==> src/hw/rtl/rbf_pkg.sv <==
package rbf_pkg;

   localparam int IDX_W  = 8;
   localparam int DATA_W = 8;
   localparam int CFG_W  = 9;
   localparam int REQ_W  = 24;
   localparam int RSP_W  = 24;

   typedef enum logic [2:0] {
      OP_WRITE      = 3'd0,
      OP_READ       = 3'd1,
      OP_PEEK_FIRST = 3'd2,
      OP_PEEK_LAST  = 3'd3,
      OP_STEP_PREV  = 3'd4,
      OP_STEP_NEXT  = 3'd5
   } opcode_type;

   typedef enum logic [1:0] {
      ST_OK       = 2'd0,
      ST_EMPTY    = 2'd1,
      ST_FULL     = 2'd2,
      ST_BOUNDARY = 2'd3
   } status_type;

endpackage

==> src/hw/rtl/rbf_ram.sv <==
module rbf_ram #(
   parameter int WIDTH = 8,
   parameter int DEPTH = 256
) (
   input  logic                     clock,
   input  logic                     wr_en,
   input  logic [$clog2(DEPTH)-1:0] wr_addr,
   input  logic [WIDTH-1:0]         wr_data,
   input  logic                     rd_en,
   input  logic [$clog2(DEPTH)-1:0] rd_addr,
   output logic [WIDTH-1:0]         rd_data
);

   logic [WIDTH-1:0] mem [DEPTH];

   always_ff @(posedge clock) begin
      if (wr_en) begin
         mem[wr_addr] <= wr_data;
      end
      if (rd_en) begin
         rd_data <= mem[rd_addr];
      end
   end

endmodule

==> src/hw/rtl/ring_buffer_fifo.sv <==
// Circular FIFO with a command interface.
// req channel: one command word per handshake (write, read, peek first,
//   peek last, step prev, step next). rsp channel: exactly one result word
//   per command, in command order.
// csr channel: writes the active depth (clamped to 1..min(DEPTH,256)); the
//   user must do so only while no command is in flight; the block does not
//   enforce it. Contents and indices are kept. A result passes the slot
//   RAM read, then the output register. One command per cycle while rsp is
//   not held off; indices and flags update at the accepting edge, so the
//   next command sees them at once and the RAM needs no forwarding.
// A write with reserve_only set returns the slot's previous content from
//   the RAM's read-before-write port; a plain write returns its own data.
// Stall: if rsp is held off, the output register keeps its word and one
//   more command may enter the RAM stage; then req_tready drops.
// Reset (synchronous): indices zero, full flag clear, depth back to its
//   maximum, pipeline emptied. The slot RAM is not cleared.
module ring_buffer_fifo
   import rbf_pkg::*;
#(
   parameter int DEPTH = 256
) (
   input  logic             clock,
   input  logic             reset,
   input  logic             req_tvalid,
   output logic             req_tready,
   // opcode[2:0], write_data[10:3], reserve_only[11], position[19:12]
   input  logic [REQ_W-1:0] req_tdata,
   output logic             rsp_tvalid,
   input  logic             rsp_tready,
   // status[1:0], slot_index[9:2], read_data[17:10], now_full[18], now_empty[19]
   output logic [RSP_W-1:0] rsp_tdata,
   input  logic             csr_valid,
   output logic             csr_ready,
   input  logic [CFG_W-1:0] csr_data
);

   localparam int SLOTS = (DEPTH < 256) ? DEPTH : 256;
   localparam int AW    = $clog2(SLOTS);
   localparam logic [CFG_W-1:0] SLOTS_C = CFG_W'(SLOTS);

   function automatic logic [IDX_W-1:0] adv(input logic [IDX_W-1:0] idx,
                                            input logic [CFG_W-1:0] eff);
      logic [CFG_W-1:0] n;
      n = {1'b0, idx} + CFG_W'(1);
      return (n >= eff) ? '0 : n[IDX_W-1:0];
   endfunction

   logic [CFG_W-1:0]  eff_depth_ff;
   logic [IDX_W-1:0]  wr_idx_ff, wr_idx_in;
   logic [IDX_W-1:0]  rd_idx_ff, rd_idx_in;
   logic              full_ff, full_in;

   logic              s1_valid_ff;
   logic              s1_ok_ff;
   logic              s1_own_ff;
   status_type        s1_status_ff;
   logic [IDX_W-1:0]  s1_slot_ff;
   logic [DATA_W-1:0] s1_wdata_ff;
   logic              s1_full_ff;
   logic              s1_empty_ff;

   logic              out_valid_ff;
   logic [RSP_W-1:0]  out_data_ff;

   opcode_type        op;
   logic [DATA_W-1:0] wdata;
   logic              reserve;
   logic [IDX_W-1:0]  pos;
   logic              empty_now;
   logic [IDX_W-1:0]  newest;
   logic [IDX_W-1:0]  last_slot;
   status_type        status;
   logic [IDX_W-1:0]  slot;
   logic              ok;
   logic              do_store;
   logic              accept;
   logic              s1_move;
   logic [DATA_W-1:0] ram_q;
   logic [DATA_W-1:0] s1_data;

   assign op        = opcode_type'(req_tdata[2:0]);
   assign wdata     = req_tdata[10:3];
   assign reserve   = req_tdata[11];
   assign pos       = req_tdata[19:12];
   assign empty_now = !full_ff && (wr_idx_ff == rd_idx_ff);
   assign last_slot = IDX_W'(eff_depth_ff - CFG_W'(1));
   assign newest    = (wr_idx_ff != '0) ? (wr_idx_ff - IDX_W'(1)) : last_slot;

   assign s1_move    = !out_valid_ff || rsp_tready;
   assign req_tready = !s1_valid_ff || s1_move;
   assign accept     = req_tvalid && req_tready;
   assign csr_ready  = 1'b1;

   always_comb begin
      status    = ST_OK;
      slot      = '0;
      ok        = 1'b0;
      do_store  = 1'b0;
      wr_idx_in = wr_idx_ff;
      rd_idx_in = rd_idx_ff;
      full_in   = full_ff;
      case (op)
         OP_WRITE: begin
            if (full_ff) begin
               status = ST_FULL;
            end else begin
               slot      = wr_idx_ff;
               ok        = 1'b1;
               do_store  = !reserve;
               wr_idx_in = adv(wr_idx_ff, eff_depth_ff);
               full_in   = (wr_idx_in == rd_idx_ff);
            end
         end
         OP_READ: begin
            if (empty_now) begin
               status = ST_EMPTY;
            end else begin
               slot      = rd_idx_ff;
               ok        = 1'b1;
               rd_idx_in = adv(rd_idx_ff, eff_depth_ff);
               full_in   = 1'b0;
            end
         end
         OP_PEEK_FIRST: begin
            if (empty_now) begin
               status = ST_EMPTY;
            end else begin
               slot = rd_idx_ff;
               ok   = 1'b1;
            end
         end
         OP_PEEK_LAST: begin
            if (empty_now) begin
               status = ST_EMPTY;
            end else begin
               slot = newest;
               ok   = 1'b1;
            end
         end
         OP_STEP_PREV: begin
            if (!empty_now && pos == rd_idx_ff) begin
               status = ST_BOUNDARY;
            end else begin
               slot = (pos != '0) ? (pos - IDX_W'(1)) : last_slot;
               ok   = 1'b1;
            end
         end
         OP_STEP_NEXT: begin
            if (!empty_now && pos == newest) begin
               status = ST_BOUNDARY;
            end else begin
               slot = adv(pos, eff_depth_ff);
               ok   = 1'b1;
            end
         end
         default: begin
         end
      endcase
   end

   rbf_ram #(
      .WIDTH (DATA_W),
      .DEPTH (SLOTS)
   ) u_slots (
      .clock   (clock),
      .wr_en   (accept && do_store),
      .wr_addr (slot[AW-1:0]),
      .wr_data (wdata),
      .rd_en   (accept && ok),
      .rd_addr (slot[AW-1:0]),
      .rd_data (ram_q)
   );

   always_ff @(posedge clock) begin
      if (reset) begin
         eff_depth_ff <= SLOTS_C;
         wr_idx_ff    <= '0;
         rd_idx_ff    <= '0;
         full_ff      <= 1'b0;
         s1_valid_ff  <= 1'b0;
         out_valid_ff <= 1'b0;
      end else begin
         if (csr_valid && csr_ready) begin
            if (csr_data == '0) begin
               eff_depth_ff <= CFG_W'(1);
            end else if (csr_data > SLOTS_C) begin
               eff_depth_ff <= SLOTS_C;
            end else begin
               eff_depth_ff <= csr_data;
            end
         end
         if (accept) begin
            wr_idx_ff <= wr_idx_in;
            rd_idx_ff <= rd_idx_in;
            full_ff   <= full_in;
         end
         if (req_tready) begin
            s1_valid_ff <= accept;
         end
         if (s1_move) begin
            out_valid_ff <= s1_valid_ff;
         end
      end
   end

   always_ff @(posedge clock) begin
      if (accept) begin
         s1_ok_ff     <= ok;
         s1_own_ff    <= do_store;
         s1_status_ff <= status;
         s1_slot_ff   <= slot;
         s1_wdata_ff  <= wdata;
         s1_full_ff   <= full_in;
         s1_empty_ff  <= !full_in && (wr_idx_in == rd_idx_in);
      end
   end

   always_comb begin
      if (!s1_ok_ff) begin
         s1_data = '0;
      end else if (s1_own_ff) begin
         s1_data = s1_wdata_ff;
      end else begin
         s1_data = ram_q;
      end
   end

   always_ff @(posedge clock) begin
      if (s1_move && s1_valid_ff) begin
         out_data_ff <= {4'b0000, s1_empty_ff, s1_full_ff, s1_data, s1_slot_ff,
                         s1_status_ff};
      end
   end

   assign rsp_tvalid = out_valid_ff;
   assign rsp_tdata  = out_data_ff;

endmodule

==> config.mk <==
export PLATFORM = sky130hd
export DESIGN_NAME = ring_buffer_fifo
export DESIGN_NICKNAME = d
export VERILOG_FILES = /design/src/hw/rtl/rbf_pkg.sv /design/src/hw/rtl/rbf_ram.sv /design/src/hw/rtl/ring_buffer_fifo.sv
export SDC_FILE = /design/constraint.sdc
export NUM_CORES = 2
export LEC_CHECK = 0
export BUFFER_PORTS_ARGS = -buffer_cell sky130_fd_sc_hd__buf_4
export CORE_UTILIZATION = 45
export DETAILED_ROUTE_END_ITERATION = 7
export PLACE_DENSITY_LB_ADDON = 0.15
export SYNTH_ARGS = -nofsm -noshare
export SYNTH_HDL_FRONTEND = slang
export SYNTH_SLANG_ARGS = --single-unit
==> constraint.sdc <==
create_clock -name clock -period 10.3 [get_ports clock]
set_clock_uncertainty 0.1 [all_clocks]
set_input_delay 0 -clock clock [delete_from_list [all_inputs] [get_ports clock]]
set_output_delay 0 -clock clock [all_outputs]
set_load 0.03 [all_outputs]
==> flow_metrics.env <==
export IMPL_drc=0
export IMPL_rsz0062_at_grt="false"
export IMPL_worst_ep_required_time_ns=10.74
export IMPL_clk_latency_ns=0.87
export IMPL_grt_pass1_vias=53100
export IMPL_r2r_slack_ns=1.98
export IMPL_r2r_start="wr_idx_ff[0]"
export IMPL_drtPass1Iterations=8
export IMPL_total_power_mw=18.4
export IMPL_leakagePower_nw=33.3
export IMPL_setup_worst_path_start_class="register"
export IMPL_antenna_found_initial=20
export IMPL_core_area_sq_um=191000
export IMPL_grt_pass1_wl_um=399000
export IMPL_worst_slew_pin_slew_ns=1.28
export IMPL_cts_root_buffer="clkbuf_16"
export IMPL_min_period_over_period=0.808
export IMPL_grt_max_degree=130
export IMPL_hold_path_depth=3
export IMPL_dp_worst_setup_slack_ns=2.08
export IMPL_design_area_sq_um=97400
export IMPL_min_from="req_tdata[11]"
export IMPL_synth_warnings=0
export IMPL_globalRouteOverflowTotal=0
export IMPL_yosysTopAreaCellShare=0.728
export IMPL_cts_tree="built"
export IMPL_place_hpwl_um=169000
export IMPL_crit_fanout=106
export IMPL_reg2reg_depth=18
export IMPL_crit_slowest_cell="a211oi_1"
export IMPL_rows=160
export IMPL_max_cap_violations=0
export IMPL_yosys_area_top_type="edfxtp_1"
export IMPL_io_pins=65
export IMPL_via_per_inst=6.22
export IMPL_setup_tns_ns=0
export IMPL_ys_ff_latch=2126
export IMPL_synth_distinct_cells=81
export IMPL_holdWs_ns=0.0856
export IMPL_hold_viol=0
export IMPL_synth_edf_count=2098
export IMPL_hp_class="primary input to register"
export IMPL_die_area_sq_um=194000
export IMPL_clock_sinks=2126
export IMPL_synthFlopType="edfxtp_1"
export IMPL_path_cells="inv_1, ha_1, nor3b_1, buf_4, o21ai_0, and3_1, or4_1, or4_1, o31a_2, buf_4, nor2_4, buf_12, mux2_2, a2111o_1, o41ai_1, o2111ai_1, a211oi_1, nand4_1"
export IMPL_stdcell_count=8967
export IMPL_die_width_um=441
export IMPL_crit_buf_inv=4
export IMPL_crit_path_max_incr_delay_ns=0.90
export IMPL_hold_end="s1_own_ff"
export IMPL_syn_avg_cell_area_sq_um=14.0
export IMPL_die_h_um=441
export IMPL_start_util=0.454
export IMPL_ys_seq_area_frac=0.735
export IMPL_vias=55800
export IMPL_dp_cells=8493
export IMPL_p_per_area_nw_per_um2=189
export IMPL_setup_viol=0
export IMPL_cts_buffers=219
export IMPL_drt_wl_total_um=284000
export IMPL_status="finished clean"
export IMPL_post_synth_top_count_cell="edfxtp_1"
export IMPL_finish_utilization=0.511
export IMPL_cts_setup_buffers=0
export IMPL_worst_slack_ns=1.98
export IMPL_gp_congestion=0.889
export IMPL_post_cts_resized=0
export IMPL_end_kind="register"
export IMPL_path_class="register to register"
export IMPL_drtAntennaViolNets=0
export IMPL_htreeDepth=4
export IMPL_fin_crit_ns=8.32
export IMPL_syn_area_sq_um=86500
export IMPL_grt_total_usage=0.289
export IMPL_max_freq_ghz=0.120
export IMPL_timing_rr_end="u_slots.rd_data[1]"
export IMPL_synth_area_leaders="edfxtp_1, nand2_1, mux2i_1, a21oi_1, nor2_1"
export IMPL_wl_per_cell_um=31.6
export IMPL_io_buffers=55
export IMPL_synthArstFlopShare=0
export IMPL_ir_worst_vdd_v=0.000180
export IMPL_cts_buffer_depth=3
export IMPL_crit_family="simple AND/OR/NAND/NOR gates"
export IMPL_slew_headroom=0.140
export IMPL_synth_cells=6188
export IMPL_layout_drive_gt1_share=0.0938
export IMPL_fin_nets=6336
export IMPL_cts_hold_buf=61
export IMPL_area_growth_pct=12.6
export IMPL_postPlaceCellArea_sq_um=90000
export IMPL_cts_clk_slew_worst_paths_ns=0.07
export IMPL_arrival_ns=8.76
export IMPL_drt_iter0_drc=7382
export IMPL_synth_common_cells="edfxtp_1, nand2_1, a21oi_1, mux2i_1, nor2_1"
export IMPL_finalMaxSlewViolations=0
## cells by family (layout without fill, tap and decap cells)
group                    Yosys count  count (layout)  share of synthesized area
flip-flops                      2126            2126                      0.735
AND/OR/NAND/NOR                 1955            1955                     0.0980
AO/OA/AOI/OAI                   1171            1171                     0.0893
buffers and inverters            472             730                     0.0240
multiplexers                     372             372                     0.0435
XOR/XNOR                          56              56                    0.00567
adder cells (fa/ha/maj)           34              34                    0.00492
other                              2              12                  0.0000868
## report_power, final
| group | leakage [nW] | internal, mW | switching (mW) | total (mW) |
|---|---|---|---|---|
| logic | 10.9 | 0.321 | 0.927 | 1.25 |
| clock network | 3.32 | 4.24 | 3.39 | 7.63 |
| registers | 19.1 | 9.52 | 0.0145 | 9.54 |
| total | 33.3 | 14.1 | 4.33 | 18.4 |
## per-layer routing
layer	routed length, um	global-route usage	vias up
met5	66	0	-
met3	27300	0.0599	508
met4	12200	0.118	10
li1	-	-	23800
met1	115000	0.401	28600
met2	129000	0.446	2845
## layout by cell type (no fill, tap or decap), types with 12 or more instances in the layout
master         instances
a211oi_1             138
a21o_1                22
a21oi_1              395
a221oi_1              14
a22oi_1               34
a311oi_1              84
a31oi_1               45
a32oi_1               57
and3_1               117
buf_12                19
buf_4                197
clkbuf_1              64
clkbuf_16            222
clkinv_1              46
clkinv_2              43
dfxtp_1               28
dlygate4sd3_1         61
edfxtp_1            2098
ha_1                  34
inv_1                 36
mux2_2                29
mux2i_1              343
nand2_1             1066
nand2b_1              12
nand3_1              168
nand4_1               17
nor2_1               339
nor2b_1               18
nor3_1                50
nor4_1                85
o21ai_0               75
o221ai_1              19
o22ai_1              163
or4_1                 18
xnor2_1               36
xor2_1                20
## how the worst max path moves through the flow
stage / slack, ns / cells past startpoint / end / start
floorplan: 5.06 / 20 / u_slots.rd_data[0] / wr_idx_ff[1]
global placement: 2.20 / 18 / u_slots.rd_data[1] / wr_idx_ff[0]
detailed placement: 2.08 / 18 / u_slots.rd_data[1] / wr_idx_ff[0]
CTS: 2.09 / 18 / u_slots.rd_data[1] / wr_idx_ff[0]
global route: 1.65 / 18 / u_slots.rd_data[1] / wr_idx_ff[0]
finish: 1.98 / 18 / u_slots.rd_data[1] / wr_idx_ff[0]
## worst reg2reg max path, cell delays in order (launching register included)
cell and delay [ns]:
dfxtp_1 0.56, inv_1 0.19, ha_1 0.31, nor3b_1 0.43
buf_4 0.25, o21ai_0 0.11, and3_1 0.20, or4_1 0.43
or4_1 0.70, o31a_2 0.42, buf_4 0.30, nor2_4 0.74
buf_12 0.55, mux2_2 0.48, a2111o_1 0.42, o41ai_1 0.56
o2111ai_1 0.21, a211oi_1 0.90, nand4_1 0.20
## registers in the layout, indices dropped and copies added (netlist names), 2 cells and up
| register | count |
|---|---|
| rsp_tdata | 20 |
| u_slots.mem | 2048 |
| u_slots.rd_data | 8 |
| rd_idx_ff | 8 |
| s1_slot_ff | 8 |
| s1_wdata_ff | 8 |
| eff_depth_ff | 9 |
| s1_status_ff | 2 |
| wr_idx_ff | 8 |
## final cells by class
class | instances | area [sq um]
Inverter | 39 | 161
Clock inverter | 120 | 1030
Tap cell | 2511 | 3140
Timing Repair Buffer | 285 | 2580
Sequential cell | 2126 | 63600
Antenna cell | 7 | 17.5
Fill cell | 16100 | 93200
Clock buffer | 286 | 5800
Multi-Input combinational cell | 3593 | 21100
No activity file was read; power rests on OpenSTA's default activity.
